$ cat src/iltbl_pkg.sv
// Shared package for the integer list table engine.
// Holds field widths, command and status codes, and the extreme word values.
// No dependencies.
`default_nettype none

package iltbl_pkg;

    localparam int DATA_W    = 32;
    localparam int CMD_W     = 3;
    localparam int INDEX_W   = 6;
    localparam int STATUS_W  = 3;
    localparam int COUNT_W   = 7;
    localparam int DEPTH_DEF = 64;

    localparam logic [DATA_W-1:0] WORD_MIN = {1'b1, {(DATA_W-1){1'b0}}};
    localparam logic [DATA_W-1:0] WORD_MAX = {1'b0, {(DATA_W-1){1'b1}}};
    localparam logic [DATA_W-1:0] NO_MATCH = {DATA_W{1'b1}};

    typedef enum logic [CMD_W-1:0] {
        CMD_APPEND = 3'd0,
        CMD_INSERT = 3'd1,
        CMD_DELETE = 3'd2,
        CMD_SEARCH = 3'd3,
        CMD_MAX    = 3'd4,
        CMD_MIN    = 3'd5
    } cmd_t;

    typedef enum logic [STATUS_W-1:0] {
        ST_OK        = 3'd0,
        ST_FULL      = 3'd1,
        ST_BAD_INDEX = 3'd2,
        ST_DENIED    = 3'd3,
        ST_NOT_FOUND = 3'd4
    } status_t;

endpackage

`default_nettype wire

$ cat src/iltbl_ram.sv
// Entry store of the list engine: one write port, one registered read port.
// Depends on iltbl_pkg for the word width and the default depth.
`default_nettype none

module iltbl_ram #(
    parameter int DEPTH = iltbl_pkg::DEPTH_DEF
) (
    input  wire logic                            clk,
    input  wire logic                            wr_en,
    input  wire logic [$clog2(DEPTH)-1:0]        wr_addr,
    input  wire logic [iltbl_pkg::DATA_W-1:0]    wr_data,
    input  wire logic                            rd_en,
    input  wire logic [$clog2(DEPTH)-1:0]        rd_addr,
    output logic      [iltbl_pkg::DATA_W-1:0]    rd_data
);

    logic [iltbl_pkg::DATA_W-1:0] mem [DEPTH];

    always_ff @(posedge clk)
    begin
        if (wr_en)
        begin
            mem[wr_addr] <= wr_data;
        end
        if (rd_en)
        begin
            rd_data <= mem[rd_addr];
        end
    end

endmodule

`default_nettype wire

$ cat src/integer_list_table_engine_core.sv
// Top level of the integer list table engine: command decode, walk sequencer,
// result registers. Depends on iltbl_pkg and iltbl_ram.
//
//  channel   | ports                                    | handshake
//  ----------+------------------------------------------+------------------------------
//  request   | command, value, index                    | taken when start & !busy
//  result    | status, count, result_value              | done high for one cycle
//  config    | cfg_data                                 | written when cfg_write high
//
// Flow: append, every refused request, unknown commands and max/min/search on
// an empty list finish at once: the result shows in the cycle after the request
// and busy stays low. Walking requests stream one store read per cycle through
// the single read port: insert moves entries from the tail down to index up by
// one and then writes the new word, delete moves later entries down by one (or
// finishes at once if it removes the last entry), max/min read every entry and
// search reads up to the first match. Reset clears the count and sets
// write_enable; the store holds no reset value and needs no clearing pass. The
// receiver cannot stall: each result is shown exactly once, with done high.
`default_nettype none

module integer_list_table_engine_core #(
    parameter int DEPTH = iltbl_pkg::DEPTH_DEF
) (
    input  wire logic                                clk,
    input  wire logic                                rst_n,
    // request channel
    input  wire logic                                start,
    output logic                                     busy,
    input  wire logic        [iltbl_pkg::CMD_W-1:0]   command,
    input  wire logic signed [iltbl_pkg::DATA_W-1:0]  value,
    input  wire logic        [iltbl_pkg::INDEX_W-1:0] index,
    // configuration
    input  wire logic                                cfg_write,
    input  wire logic                                cfg_data,
    // result channel
    output logic                                     done,
    output logic        [iltbl_pkg::STATUS_W-1:0]     status,
    output logic        [iltbl_pkg::COUNT_W-1:0]      count,
    output logic signed [iltbl_pkg::DATA_W-1:0]       result_value
);

    localparam int AW = $clog2(DEPTH);
    localparam int CW = $clog2(DEPTH + 1);
    localparam int EW = (CW > iltbl_pkg::INDEX_W) ? CW : iltbl_pkg::INDEX_W;
    localparam int XW = (CW > iltbl_pkg::COUNT_W) ? CW : iltbl_pkg::COUNT_W;
    localparam int DW = iltbl_pkg::DATA_W;

    typedef enum logic [2:0] {
        S_IDLE = 3'b001,
        S_WALK = 3'b010,
        S_PUT  = 3'b100
    } state_t;

    state_t                     state_reg, state_next;
    logic [CW-1:0]              used_reg, used_next;
    logic                       write_enable_reg;
    iltbl_pkg::cmd_t            op_reg, op_next;
    logic [DW-1:0]              val_reg, val_next;
    logic [AW-1:0]              pos_reg, pos_next;
    logic [AW-1:0]              rd_addr_reg, rd_addr_next;
    logic [CW-1:0]              left_reg, left_next;
    logic                       pend_reg, pend_next;
    logic [AW-1:0]              pend_addr_reg, pend_addr_next;
    logic [DW-1:0]              best_reg, best_next;
    logic                       done_reg, done_next;
    iltbl_pkg::status_t         status_reg, status_next;
    logic [iltbl_pkg::COUNT_W-1:0] count_reg, count_next;
    logic [DW-1:0]              result_reg, result_next;

    // store ports
    logic                       ram_we;
    logic [AW-1:0]              ram_waddr;
    logic [DW-1:0]              ram_wdata;
    logic                       ram_re;
    logic [DW-1:0]              ram_rdata;

    logic [EW-1:0]              idx_x;
    logic [EW-1:0]              used_x;
    logic [EW-1:0]              moves_x;
    logic [XW-1:0]              used_next_x;
    logic                       full;
    logic                       last;
    logic [DW-1:0]              cand_max;
    logic [DW-1:0]              cand_min;

    iltbl_ram #(
        .DEPTH(DEPTH)
    ) u_ram (
        .clk     (clk),
        .wr_en   (ram_we),
        .wr_addr (ram_waddr),
        .wr_data (ram_wdata),
        .rd_en   (ram_re),
        .rd_addr (rd_addr_reg),
        .rd_data (ram_rdata)
    );

    assign idx_x    = EW'(index);
    assign used_x   = EW'(used_reg);
    assign full     = (used_reg >= CW'(DEPTH));
    assign last     = (left_reg == '0);
    assign cand_max = ($signed(ram_rdata) > $signed(best_reg)) ? ram_rdata : best_reg;
    assign cand_min = ($signed(ram_rdata) < $signed(best_reg)) ? ram_rdata : best_reg;

    always_comb
    begin
        state_next     = state_reg;
        used_next      = used_reg;
        op_next        = op_reg;
        val_next       = val_reg;
        pos_next       = pos_reg;
        rd_addr_next   = rd_addr_reg;
        left_next      = left_reg;
        pend_next      = 1'b0;
        pend_addr_next = pend_addr_reg;
        best_next      = best_reg;
        done_next      = 1'b0;
        status_next    = status_reg;
        result_next    = result_reg;
        ram_we         = 1'b0;
        ram_waddr      = '0;
        ram_wdata      = '0;
        ram_re         = 1'b0;
        moves_x        = '0;

        case (state_reg)
            S_IDLE:
            begin
                if (start)
                begin
                    // Decode the request; walking commands leave done low.
                    op_next     = iltbl_pkg::cmd_t'(command);
                    val_next    = value;
                    pos_next    = AW'(index);
                    done_next   = 1'b1;
                    status_next = iltbl_pkg::ST_OK;
                    result_next = '0;
                    case (iltbl_pkg::cmd_t'(command))
                        iltbl_pkg::CMD_APPEND:
                        begin
                            if (full)
                            begin
                                status_next = iltbl_pkg::ST_FULL;
                            end
                            else if (!write_enable_reg)
                            begin
                                status_next = iltbl_pkg::ST_DENIED;
                            end
                            else
                            begin
                                ram_we    = 1'b1;
                                ram_waddr = AW'(used_reg);
                                ram_wdata = value;
                                used_next = used_reg + 1'b1;
                            end
                        end
                        iltbl_pkg::CMD_INSERT:
                        begin
                            if (full)
                            begin
                                status_next = iltbl_pkg::ST_FULL;
                            end
                            else if (!write_enable_reg)
                            begin
                                status_next = iltbl_pkg::ST_DENIED;
                            end
                            else if (idx_x > used_x)
                            begin
                                status_next = iltbl_pkg::ST_BAD_INDEX;
                            end
                            else if (idx_x == used_x)
                            begin
                                // Insert at the tail: a plain append.
                                ram_we    = 1'b1;
                                ram_waddr = AW'(used_reg);
                                ram_wdata = value;
                                used_next = used_reg + 1'b1;
                            end
                            else
                            begin
                                // Move entries up, from the tail down to index.
                                moves_x      = used_x - idx_x;
                                left_next    = CW'(moves_x);
                                rd_addr_next = AW'(used_reg - 1'b1);
                                used_next    = used_reg + 1'b1;
                                done_next    = 1'b0;
                                state_next   = S_WALK;
                            end
                        end
                        iltbl_pkg::CMD_DELETE:
                        begin
                            if (!write_enable_reg)
                            begin
                                status_next = iltbl_pkg::ST_DENIED;
                            end
                            else if (idx_x >= used_x)
                            begin
                                status_next = iltbl_pkg::ST_BAD_INDEX;
                            end
                            else
                            begin
                                used_next = used_reg - 1'b1;
                                moves_x   = used_x - idx_x - 1'b1;
                                if (moves_x != '0)
                                begin
                                    // Move later entries down by one.
                                    left_next    = CW'(moves_x);
                                    rd_addr_next = AW'(idx_x + 1'b1);
                                    done_next    = 1'b0;
                                    state_next   = S_WALK;
                                end
                            end
                        end
                        iltbl_pkg::CMD_SEARCH,
                        iltbl_pkg::CMD_MAX,
                        iltbl_pkg::CMD_MIN:
                        begin
                            if (iltbl_pkg::cmd_t'(command) == iltbl_pkg::CMD_MAX)
                            begin
                                best_next = iltbl_pkg::WORD_MIN;
                            end
                            else
                            begin
                                best_next = iltbl_pkg::WORD_MAX;
                            end
                            if (used_reg == '0)
                            begin
                                // Empty list: report the seed value or a miss.
                                if (iltbl_pkg::cmd_t'(command) == iltbl_pkg::CMD_SEARCH)
                                begin
                                    status_next = iltbl_pkg::ST_NOT_FOUND;
                                    result_next = iltbl_pkg::NO_MATCH;
                                end
                                else
                                begin
                                    result_next = best_next;
                                end
                            end
                            else
                            begin
                                left_next    = used_reg;
                                rd_addr_next = '0;
                                done_next    = 1'b0;
                                state_next   = S_WALK;
                            end
                        end
                        default:
                        begin
                            status_next = iltbl_pkg::ST_OK;
                        end
                    endcase
                end
            end

            S_WALK:
            begin
                // Issue the next read while the previous one returns.
                if (!last)
                begin
                    ram_re         = 1'b1;
                    left_next      = left_reg - 1'b1;
                    pend_next      = 1'b1;
                    pend_addr_next = rd_addr_reg;
                    if (op_reg == iltbl_pkg::CMD_INSERT)
                    begin
                        rd_addr_next = rd_addr_reg - 1'b1;
                    end
                    else
                    begin
                        rd_addr_next = rd_addr_reg + 1'b1;
                    end
                end
                if (pend_reg)
                begin
                    case (op_reg)
                        iltbl_pkg::CMD_INSERT:
                        begin
                            ram_we    = 1'b1;
                            ram_waddr = pend_addr_reg + 1'b1;
                            ram_wdata = ram_rdata;
                            if (last)
                            begin
                                state_next = S_PUT;
                            end
                        end
                        iltbl_pkg::CMD_DELETE:
                        begin
                            ram_we    = 1'b1;
                            ram_waddr = pend_addr_reg - 1'b1;
                            ram_wdata = ram_rdata;
                            if (last)
                            begin
                                done_next   = 1'b1;
                                status_next = iltbl_pkg::ST_OK;
                                result_next = '0;
                                state_next  = S_IDLE;
                            end
                        end
                        iltbl_pkg::CMD_SEARCH:
                        begin
                            if (ram_rdata == val_reg)
                            begin
                                // First match wins; drop the read in flight.
                                done_next   = 1'b1;
                                status_next = iltbl_pkg::ST_OK;
                                result_next = DW'(pend_addr_reg);
                                state_next  = S_IDLE;
                            end
                            else if (last)
                            begin
                                done_next   = 1'b1;
                                status_next = iltbl_pkg::ST_NOT_FOUND;
                                result_next = iltbl_pkg::NO_MATCH;
                                state_next  = S_IDLE;
                            end
                        end
                        iltbl_pkg::CMD_MAX:
                        begin
                            best_next = cand_max;
                            if (last)
                            begin
                                done_next   = 1'b1;
                                status_next = iltbl_pkg::ST_OK;
                                result_next = cand_max;
                                state_next  = S_IDLE;
                            end
                        end
                        iltbl_pkg::CMD_MIN:
                        begin
                            best_next = cand_min;
                            if (last)
                            begin
                                done_next   = 1'b1;
                                status_next = iltbl_pkg::ST_OK;
                                result_next = cand_min;
                                state_next  = S_IDLE;
                            end
                        end
                        default:
                        begin
                            state_next = S_IDLE;
                        end
                    endcase
                end
            end

            S_PUT:
            begin
                // Drop the new word into the gap opened by the walk.
                ram_we      = 1'b1;
                ram_waddr   = pos_reg;
                ram_wdata   = val_reg;
                done_next   = 1'b1;
                status_next = iltbl_pkg::ST_OK;
                result_next = '0;
                state_next  = S_IDLE;
            end

            default:
            begin
                state_next = S_IDLE;
            end
        endcase
    end

    assign used_next_x = XW'(used_next);
    assign count_next  = used_next_x[iltbl_pkg::COUNT_W-1:0];

    always_ff @(posedge clk or negedge rst_n)
    begin
        if (!rst_n)
        begin
            state_reg        <= S_IDLE;
            used_reg         <= '0;
            write_enable_reg <= 1'b1;
            pend_reg         <= 1'b0;
            left_reg         <= '0;
            done_reg         <= 1'b0;
        end
        else
        begin
            state_reg <= state_next;
            used_reg  <= used_next;
            pend_reg  <= pend_next;
            left_reg  <= left_next;
            done_reg  <= done_next;
            if (cfg_write)
            begin
                write_enable_reg <= cfg_data;
            end
        end
    end

    always_ff @(posedge clk)
    begin
        op_reg        <= op_next;
        val_reg       <= val_next;
        pos_reg       <= pos_next;
        rd_addr_reg   <= rd_addr_next;
        pend_addr_reg <= pend_addr_next;
        best_reg      <= best_next;
        status_reg    <= status_next;
        result_reg    <= result_next;
        count_reg     <= count_next;
    end

    assign busy         = (state_reg != S_IDLE);
    assign done         = done_reg;
    assign status       = status_reg;
    assign count        = count_reg;
    assign result_value = result_reg;

    // The entry count never passes the store depth.
    a_used_bound: assert property (@(posedge clk) disable iff (!rst_n)
        used_reg <= CW'(DEPTH))
        else $error("entry count above depth");

    // An idle engine without a request leaves the store alone.
    a_idle_no_write: assert property (@(posedge clk) disable iff (!rst_n)
        (state_reg == S_IDLE && !start) |-> !ram_we)
        else $error("store written while idle");

    // The walk always has a read to issue or a read to retire.
    a_walk_live: assert property (@(posedge clk) disable iff (!rst_n)
        (state_reg == S_WALK) |-> (!last || pend_reg))
        else $error("walk stalled with nothing in flight");

    // With writes denied the count holds.
    a_denied_hold: assert property (@(posedge clk) disable iff (!rst_n)
        (!write_enable_reg && state_reg == S_IDLE) |=> $stable(used_reg))
        else $error("count changed while writes denied");

    // A finished walk always reports.
    a_walk_reports: assert property (@(posedge clk) disable iff (!rst_n)
        (state_reg != S_IDLE && state_next == S_IDLE) |=> done)
        else $error("walk ended without a result");

endmodule

`default_nettype wire

$ cat config.mk
export PLATFORM = sky130hd
export DESIGN_NAME = integer_list_table_engine_core
export DESIGN_NICKNAME = d
export VERILOG_FILES = /design/src/iltbl_pkg.sv /design/src/iltbl_ram.sv /design/src/integer_list_table_engine_core.sv
export SDC_FILE = /design/constraint.sdc
export NUM_CORES = 2
export LEC_CHECK = 0
export BUFFER_PORTS_ARGS = -buffer_cell sky130_fd_sc_hd__buf_4
export CAP_MARGIN = 20
export CORE_UTILIZATION = 67
export CTS_CLUSTER_SIZE = 20
export DETAILED_ROUTE_END_ITERATION = 8
export HOLD_SLACK_MARGIN = 0.1
export PLACE_DENSITY_LB_ADDON = 0.08
export SETUP_SLACK_MARGIN = 0.4
export SKIP_LAST_GASP = 1
export SYNTH_ARGS = -nofsm -noshare
export SYNTH_HDL_FRONTEND = slang
export SYNTH_SLANG_ARGS = --single-unit
$ cat constraint.sdc
create_clock -name clk -period 11.16 [get_ports clk]
set_clock_uncertainty 0.1 [all_clocks]
set_input_delay 2.232 -clock clk [delete_from_list [all_inputs] [get_ports clk]]
set_output_delay 2.232 -clock clk [all_outputs]
set_load 0.02 [all_outputs]
==> flow_summary.yaml <==
worst_setup_path:
  crit_arrival_ns: 7.14
  crit_required_ns: 11.50
  max_stage_delay_ns: 1.25
  startpoint_type: "input port"
  critical_path_class: "in2reg"
  cp.buffers_inverters: 3
  cp_max_fo: 40
  crit_family: "simple AND/OR/NAND/NOR gates"
  worst_setup_path_end_kind: "flop"
  crit_top_cell: "buf_4"
  path_cells: "buf_4 -> inv_1 -> ha_1 -> a21o_1 -> nor2_1 -> a21oi_1 -> o21ai_1 -> a211oi_4 -> buf_4 -> a222oi_1 -> nand3_1 -> nor2_4"
  slowest_stage: "nor2_4"
power:
  clockPowerShare: 0.333
  p_seq_frac: 0.449
  total_power_uw: 21300
  p_sw_frac: 0.281
  ir_drop_mv: 0.199
  power.switching_uw: 5990
  p_comb_frac: 0.218
  pwr_density_cell_nw_per_um2: 214
  power.internal_uw: 15300
  leakagePower_uw: 0.0304
logic_synthesis:
  synth_top_area_cell: "edfxtp_1"
  synthCells: 4108
  syn_nets: 4210
  synthDominantCellAreaShare: 0.741
  ys_top_cells_by_area: "edfxtp_1 (74%), mux4_2 (17%), mux2i_1 (0.80%)"
  synth.distinct_cells: 79
  ys_ff_latch: 2227
  async_reset_ff_frac: 0.00898
  ys_seq_area_frac: 0.748
  avgSynthCellArea_um2: 21.7
  yosysWarnings: 0
  synth-main-ff-cell: "edfxtp_1"
  syn-cell-area_um2: 89100
  synth-edff-count: 2200
detailed_routing:
  vias_per_cell: 7.33
  routed_wirelength_um: 237000
  drt-met1-wl_um: 85700
  dr_wl_met3_um: 24600
  wl_per_cell_um: 37.9
  dr_wl_met2_um: 119000
  initialDrtViolationCount: 7219
  drc_errors: 3
  first_pass_iters: 9
  num_vias: 45800
  top_layer_used: "met5"
  ant_nets: 0
floorplan:
  row_count: 133
  die-height_um: 367
  start_util: 0.676
  die_area_um2: 135000
  die_w_um: 367
  core_um2: 132000
  io_pins: 90
global_routing:
  grt_max_degree: 138
  grt.overflow.total: 0
  grt_pass1_vias: 44700
  grtUsageTotal: 0.358
  grt_pass1_wl_um: 334000
  antenna_found_initial: 25
run_status:
  violations: "design-rule violations"
  status: "complete, but fails checks"
timing:
  fmax_ghz: 0.147
  tightest_slew_ns: 1.19
  finalSetupTns_ns: 0
  finalHoldViolCount: 0
  min_period_ns: 6.79
  finalMaxSlewViolations: 0
  setup_violations: 0
  grt_setup_unrepaired: "no"
  period_share: 0.609
  slew_headroom: 0.209
layout:
  areaGrowthSynthToFinish_pct: 11.9
  drive_gt1_frac: 0.283
  regMostFlops: "u_ram.mem"
  largest_register_ffs: 2048
  mostFrequentLayoutCells: "edfxtp_1 (2,200), mux4_2 (663), clkbuf_16 (217), buf_4 (189), inv_1 (90)"
  nets: 4409
  final_common_cell: "edfxtp_1"
placed_design:
  port_buffers: 89
  dp_hpwl_um: 132000
  finalWeightedCongestion: 0.912
clocking:
  postCtsSetupBuffers: 0
  cts_buffers: 211
  cts_tree: "yes"
  cts.sinks: 2227
  clkLatencyLatePin_ns: 0.85
  cts_hold_buf: 0
  cts-resized-gates: 0
  htree_levels: 4
  cts.reportedPaths.clkPinSlew_ns: 0.06
  cts_buffer_depth: 3
  clock-root-buffer: "clkbuf_16"
run:
  drv_cap: 0
worst_hold_path:
  hold_class: "reg2reg"
==> metal layers <==
| layer | up-vias | global-route usage |
|---|---|---|
| met2 | 3270 | 0.579 |
| met3 | 427 | 0.0679 |
| met5 | - | 0 |
| met1 | 24300 | 0.506 |
| met4 | 22 | 0.112 |
| li1 | 17800 | - |
==> power groups by stage <==
| stage | Sequential [uW] | Clock (uW) | Combinational, uW |
|---|---|---|---|
| 2_1_floorplan | 9720 | 0 | 3000 |
| 3_3_place_gp | 9740 | 0 | 4510 |
| 3_5_place_dp | 9740 | 0 | 4540 |
| 4_1_cts | 9570 | 7130 | 4610 |
| 5_1_grt | 9590 | 7410 | 4840 |
| 6_report | 9570 | 7090 | 4640 |
==> area by class of cell <==
class | count | area, um^2
well taps | 1755 | 2200
inverters | 93 | 349
clock inverters | 129 | 1130
clock buffers | 269 | 5650
flip-flops and latches | 2227 | 66700
repair buffers | 214 | 1970
multi-input cells | 1560 | 21700
diodes | 5 | 12.5
fillers | 6813 | 32100
==> metrics by stage <==
stage | instance area [um^2] | util | setup WS, ns | std cells | hold WS, ns
2_1_floorplan | 89100 | - | 4.75 | 4108 | 0.324
3_3_place_gp | 92600 | 0.702 | 3.46 | 5833 | 0.417
3_5_place_dp | 92800 | 0.704 | 3.26 | 5841 | 0.420
4_1_cts | 99500 | 0.755 | 3.97 | 6239 | 0.438
5_1_grt | 99700 | 0.757 | 4.13 | 6247 | 0.480
6_report | 99700 | 0.757 | 4.37 | 6252 | 0.447
==> Yosys cell counts, drive strengths merged, types with 8 or more instances <==
| cell type | n |
|---|---|
| edfxtp | 2200 |
| mux4 | 663 |
| clkbuf | 146 |
| nor2 | 99 |
| inv | 92 |
| nand2 | 88 |
| o21ai | 85 |
| buf | 82 |
| mux2i | 71 |
| a21oi | 58 |
| ha | 53 |
| xnor2 | 48 |
| nand4 | 43 |
| o21a | 37 |
| a222oi | 35 |
| o211ai | 28 |
| nand3 | 25 |
| dfrtp | 18 |
| nor3 | 17 |
| o221ai | 17 |
| nor2b | 14 |
| a21o | 13 |
| and2 | 11 |
| mux2 | 11 |
| xor2 | 10 |
| or3 | 9 |
| a211oi | 8 |
==> final timing paths <==
check | from | slack, ns | endpoint | depth (start not counted)
worst max-delay path | index[3] | 4.37 | u_ram.mem[34][18]$_DFFE_PP_ | 12
worst min-delay path | left_reg[6]$_DFFE_PN0P_ | 0.45 | left_reg[6]$_DFFE_PN0P_ | 1
worst max register to register | used_reg[3]$_DFF_PN0_ | 5.16 | u_ram.mem[34][18]$_DFFE_PP_ | 10
worst min register to register | left_reg[6]$_DFFE_PN0P_ | 0.45 | left_reg[6]$_DFFE_PN0P_ | 1
max in group asynchronous | rst_n | 9.48 | write_enable_reg$_DFFE_PN1P_ | 1
min in group asynchronous | rst_n | 1.18 | used_reg[4]$_DFF_PN0_ | 1
==> logic make-up (layout without fill, tap and decap cells) <==
| family | after synthesis | after routing | share of synthesized area |
|---|---|---|---|
| flip-flops | 2227 | 2227 | 0.748 |
| multiplexers | 745 | 745 | 0.177 |
| AND/OR/NAND/NOR | 356 | 356 | 0.0201 |
| AO/OA/AOI/OAI | 345 | 345 | 0.0270 |
| buffers and inverters | 321 | 705 | 0.0140 |
| XOR/XNOR | 58 | 58 | 0.00570 |
| adder cells (fa/ha/maj) | 56 | 56 | 0.00811 |
| other | 0 | 5 | 0 |
Power figures use the tool's default switching activity.
